$ cat src/rtl/fvqs_pkg.sv
package fvqs_pkg;

  localparam int PIX_W = 8;
  localparam int ROW_W = 12;
  localparam int CFG_W = 12;
  localparam int SLOTS = 3;

  // Four-tap kernel weights and rounding
  localparam int TAP_NEAR_PREV = 9;
  localparam int TAP_CENTER    = 111;
  localparam int TAP_NEXT      = 29;
  localparam int TAP_FAR       = 3;
  localparam int TAP_ROUND     = 64;
  localparam int TAP_SHIFT     = 7;
  // Bias that keeps the accumulator non-negative, removed after the shift
  localparam int TAP_BIAS_Q    = 24;

  typedef enum logic [1:0] {
    REG_KERNEL_SELECT = 2'd0,
    REG_SHIFT_UP      = 2'd1,
    REG_LINE_WIDTH    = 2'd2,
    REG_FIELD_HEIGHT  = 2'd3
  } cfg_reg_t;

  // Source rows at one column: [0] current, [1..3] one to three rows above
  typedef logic [3:0][PIX_W-1:0] win_t;

  // Up to three result pixels caused by one source pixel
  typedef struct packed {
    logic [1:0]                   count;
    logic [SLOTS-1:0][ROW_W-1:0]  row;
    logic [SLOTS-1:0][PIX_W-1:0]  pix;
    logic [SLOTS-1:0]             eof;
  } group_t;

endpackage

$ cat src/rtl/fvqs_kernel.sv
module fvqs_kernel import fvqs_pkg::*; (
  input  win_t             win,
  input  logic [ROW_W-1:0] cur_row,
  input  logic [ROW_W-1:0] height,
  input  logic             last_col,
  input  logic             kernel_select,
  input  logic             shift_up,
  output group_t           grp
);

  // Pick the source row k from the window relative to the current row
  function automatic logic [PIX_W-1:0] src(input win_t w, input logic [ROW_W-1:0] cur,
                                           input logic [ROW_W-1:0] k);
    logic [1:0] d;
    d = 2'(cur - k);
    return w[d];
  endfunction

  function automatic logic [PIX_W-1:0] lin(input logic [PIX_W-1:0] n,
                                           input logic [PIX_W-1:0] c,
                                           input logic [1:0] rnd);
    logic [PIX_W+1:0] s;
    s = (PIX_W+2)'(n) + (PIX_W+2)'({c, 1'b0}) + (PIX_W+2)'(c) + (PIX_W+2)'(rnd);
    return s[PIX_W+1:2];
  endfunction

  function automatic logic [PIX_W-1:0] taps(input logic [PIX_W-1:0] pm,
                                            input logic [PIX_W-1:0] c,
                                            input logic [PIX_W-1:0] pn,
                                            input logic [PIX_W-1:0] pnn);
    logic [16:0] acc;
    logic [9:0]  v;
    acc = 17'(c) * 17'(TAP_CENTER) + 17'(pn) * 17'(TAP_NEXT)
        + 17'(TAP_ROUND + (TAP_BIAS_Q << TAP_SHIFT))
        - 17'(pm) * 17'(TAP_NEAR_PREV) - 17'(pnn) * 17'(TAP_FAR);
    v = acc[16:TAP_SHIFT];
    if (v < 10'(TAP_BIAS_Q)) begin
      return '0;
    end else if (v - 10'(TAP_BIAS_Q) > 10'((1 << PIX_W) - 1)) begin
      return '1;
    end else begin
      return PIX_W'(v - 10'(TAP_BIAS_Q));
    end
  endfunction

  function automatic logic [PIX_W-1:0] out_pixel(input win_t w,
                                                 input logic [ROW_W-1:0] cur,
                                                 input logic [ROW_W-1:0] r,
                                                 input logic [ROW_W-1:0] h,
                                                 input logic ks, input logic su);
    logic [ROW_W-1:0] hm1;
    logic [ROW_W-1:0] hm2;
    logic [ROW_W-1:0] one;
    hm1 = h - ROW_W'(1);
    hm2 = h - ROW_W'(2);
    one = ROW_W'(1);
    if (!ks) begin
      if (!su) begin
        return (r == hm1) ? src(w, cur, r) : lin(src(w, cur, r + one), src(w, cur, r), 2'd0);
      end
      return (r == '0) ? src(w, cur, '0) : lin(src(w, cur, r - one), src(w, cur, r), 2'd0);
    end
    if (!su) begin
      if (r == hm1) begin
        return src(w, cur, r);
      end else if (r == '0 || r == hm2) begin
        return lin(src(w, cur, r + one), src(w, cur, r), 2'd2);
      end
      return taps(src(w, cur, r - one), src(w, cur, r), src(w, cur, r + one),
                  src(w, cur, r + ROW_W'(2)));
    end
    if (r == '0) begin
      return src(w, cur, '0);
    end else if (r == one || r == hm1) begin
      return lin(src(w, cur, r - one), src(w, cur, r), 2'd2);
    end
    return taps(src(w, cur, r + one), src(w, cur, r), src(w, cur, r - one),
                src(w, cur, r - ROW_W'(2)));
  endfunction

  logic [1:0]       look;
  logic [ROW_W-1:0] hm1;
  logic             at_end;
  logic             ahead;
  logic [ROW_W-1:0] first;
  logic [ROW_W-1:0] last;
  logic [ROW_W-1:0] r;

  // Work out which output rows this source pixel completes, then filter each
  always_comb begin
    look   = {1'b0, kernel_select} + {1'b0, ~shift_up};
    hm1    = height - ROW_W'(1);
    at_end = (cur_row == hm1);
    ahead  = (cur_row >= ROW_W'(look));
    last   = at_end ? hm1 : cur_row - ROW_W'(look);
    first  = ahead ? cur_row - ROW_W'(look) : '0;
    grp.count = (ahead || at_end) ? 2'(last - first + ROW_W'(1)) : 2'd0;
    for (int j = 0; j < SLOTS; j++) begin
      r = first + ROW_W'(j);
      grp.row[j] = r;
      grp.pix[j] = out_pixel(win, cur_row, r, height, kernel_select, shift_up);
      grp.eof[j] = (r == hm1) && last_col;
    end
  end

endmodule

$ cat config.mk
export PLATFORM = sky130hd
export DESIGN_NAME = fvqs_kernel
export DESIGN_NICKNAME = d
export VERILOG_FILES = /design/src/rtl/fvqs_pkg.sv /design/src/rtl/fvqs_kernel.sv
export SDC_FILE = /design/constraint.sdc
export NUM_CORES = 2
export LEC_CHECK = 0
export BUFFER_PORTS_ARGS = -buffer_cell sky130_fd_sc_hd__buf_4
export CAP_MARGIN = 30
export CORE_ASPECT_RATIO = 1.75
export CORE_MARGIN = 4
export CORE_UTILIZATION = 60
export DETAILED_ROUTE_END_ITERATION = 8
export PLACE_DENSITY_LB_ADDON = 0.08
export SLEW_MARGIN = 25
export SYNTH_ARGS = -nofsm -noshare
export SYNTH_HDL_FRONTEND = slang
export SYNTH_SLANG_ARGS = --single-unit
$ cat constraint.sdc
create_clock -name vclk -period 32.4
set_input_delay 1.62 -clock vclk [all_inputs]
set_output_delay 1.62 -clock vclk [all_outputs]
set_load 0.01 [all_outputs]
Word level (Yosys, flattened, before mapping). Cells that the tools add are included.

Add/subtract/negate cells: 79. $mul: 21. Order comparisons: 27. Equal/unequal tests: 10. Mux-type cells: 112. Bitwise operators: 1. Reductions and logical operators: 13.

Operators by type and width (count): $mux 8 (68); $bmux 8 s2 (14); $add 16x12->17 const B (6); $sub 17x10->17 (6); $sub 17x12->17 (6); $add 15x13->16 (6); $eq 12x12->1 (7); $mul 8x5->13 const B (6); $mul 8x4->12 const B (6); $add 10x2->10 const B (6); $add 10x8->10 (6); $add 8x9->10 (6); $gt 10x8->1 const B (6); $lt 10x5->1 const B (6); $mul 8x2->10 const B (6); $sub 10x5->10 const B (6); $mul 8x7->15 const B (3); $lt 2x3->1 const B (14); $eq 12x1->1 const B (3); $logic_not 12->1 (3); $sub 2x2->2 (14); $mux 1 (27); $add 12x1->12 const B (1); $add 12x2->12 const B (1); other kinds (14) (30).

Register bits after elaboration: 0. Input bits: 59. Output and inout port bits: 65.

Logic depth before layout (Yosys ltp).
Depth after elaboration: 25. Gate-level depth with buffers: 58. Depth with buffers taken out: 52.

Worst setup path after synthesis. OpenSTA, ideal clock, no wires.

Kind: input to output. From: input port shift_up. To: output port grp[17] (netlist name). Arrival time: 14.419 ns. Setup slack: 16.361 ns. Stages on the path: 47. Cells stage by stage: clkbuf_1 inv_1 clkbuf_1 buf_1 ha_1 ha_1 inv_1 fa_1 nor2_1 and3_1 a21oi_1 inv_1 ha_1 xnor2_1 xor2_1 clkbuf_1 mux4_2 clkbuf_1 [... 11 more ...] inv_1 ha_1 fa_1 inv_1 fa_1 inv_1 fa_1 ha_1 nand2_1 o32ai_1 nand4_1 a311oi_1 a21oi_1 xnor2_1 mux2i_1 nor2_1 o221a_2 nor3_1.

RTL lines: from (decl) (line fvqs_kernel.sv:7) `input logic shift_up,`; to (decl) (line fvqs_kernel.sv:8) `output group_t grp`.

==> flow_summary.yaml <==
timing:
  timing.fmax_ghz: 0.0549
  fin_ws_ns: 14.19
  hold_ws_ns: 3.62
  grt_setup_unrepaired: "no"
  fin_crit_ns: 18.21
  worst_pin_slew_ns: 1.06
  setup_viol: 0
  finalCritPeriodShare: 0.562
  max_slew_margin: 0.283
  finalMaxSlewViolations: 0
  hold_viol_final: 0
  setup_tns_ns: 0
drt:
  drc: 0
  postRouteAntennaNets: 0
  wl_per_cell_um: 26.2
  avgViaCountPerCell: 6.31
  drt_wl_total_um: 116000
  detail_route.iter0.violations: 2029
  first_pass_iters: 6
  vias: 27800
floorplan:
  start_util: 0.607
  rows: 110
  die_w_um: 181
  core_area_um2: 51500
  die_y_um: 310
  die-area_um2: 55900
  pin_count: 124
layout:
  area_growth_pct: 5.61
  seq_cell_count: 0
  n_antenna_cell: 0
  seq_area_um2: 0
  drive_gt1_frac: 0.0885
  fin_area_um2: 33000
  fill_cells: 4439
  nClkBuffers: 0
  nNetsFinal: 4712
  multiInputGateArea_um2: 27700
worst_hold_path:
  whs_path_depth: 3
  hold_class: "in -> out"
critical_path:
  cp_max_fo: 35
  critPathArrivalTime_ns: 16.59
  cp.depth: 47
  cp_num_buf_inv: 9
  worst_setup_path_end_kind: "primary output"
  cp_common_cell: "ha_1"
  cp_top_family: "adder cells"
  critPathSlowestCell: "mux2i_1"
  start_kind: "primary input"
  crit_required_ns: 30.78
  crit_type: "in -> out"
  critPathMaxStageDelay_ns: 0.83
logic_synthesis:
  synth.distinct_cells: 102
  syn-cell-area_um2: 31200
  synthCells: 3682
  seq_area_frac_synth: 0
  avgSynthCellArea_um2: 8.49
  synth_nets: 4651
  yosys_warnings: 0
flow_run:
  drv_cap: 0
place:
  place_ws_ns: 14.25
  port_buffers: 124
  placed_area_um2: 32900
  gp_congestion: 1.10
  dp_hpwl_um: 98000
global_route:
  grt_pass1_wl_um: 175000
  grt_pass1_vias: 30300
  grt_start_max_net_pins: 56
  grtUsageTotal: 0.411
  grt-ovfl-total: 0
  antenna_found_initial: 0
clock_tree:
  ctsResizeCount: 0
  postCtsSetupBuffers: 0
  postCtsHoldBufs: 0
outcome:
  status: "complete, no violations"
==> per-stage QoR <==
| stage | cells | utilization |
|---|---|---|
| global route | 4413 | 0.641 |
| floorplan | 3682 | - |
| global placement | 4407 | 0.640 |
| CTS | 4408 | 0.640 |
| finish | 4413 | 0.641 |
| detailed placement | 4408 | 0.640 |
==> synthesized netlist by cell type, drive strengths merged (67+ instances only) <==
master / n / area (µm²)
inv: 825 / 3100
ha: 516 / 6460
fa: 394 / 7890
a21oi: 195 / 980
xnor2: 183 / 1630
nand2: 167 / 627
nor2: 156 / 593
xor2: 135 / 1190
mux2i: 112 / 1130
o21ai: 90 / 454
clkbuf: 83 / 312
nor3: 67 / 350
==> kinds of logic after synthesis <==
kind of cell,Yosys count,share of synthesized area
compound gates,601,0.128
xor+xnor,322,0.0931
fa+ha+maj,910,0.459
buf+inv,945,0.116
mux,194,0.0868
simple gates,710,0.118
==> placed cells by master (no fill, tap or decap), drive strengths merged, types with 51 or more instances in the layout <==
cell type  Yosys  final
xor2         135    135
fa           394    394
ha           516    516
o21ai         90     90
nand2        167    167
a21o          51     51
inv          825    825
mux4          58     58
xnor2        183    183
nor2         156    156
a21oi        195    195
buf           36    175
nand3         55     55
nor3          67     67
mux2i        112    112
==> routing by layer <==
| layer | vias up | global-route usage | wire length (µm) |
|---|---|---|---|
| met4 | 0 | 0.417 | 15700 |
| met5 | - | 0 | 0 |
| li1 | 12300 | - | - |
| met3 | 662 | 0.0683 | 8220 |
| met1 | 13500 | 0.396 | 35300 |
| met2 | 1412 | 0.723 | 56500 |
==> layout make-up <==
cell class	count	area share
Inverter	826	0.0941
Multi-Input combinational cell	2737	0.840
Tap cell	672	0.0255
Timing Repair Buffer	178	0.0405
==> path summary, 6_finish.rpt <==
kind	from	to	slack (ns)
hold / removal	last_col	grp[1]	3.62
setup / recovery	shift_up	grp[8]	14.19
Power is left out: the tool's default activity adds up to more than one toggle a clock period on the data nets, which glitch-free logic cannot reach.
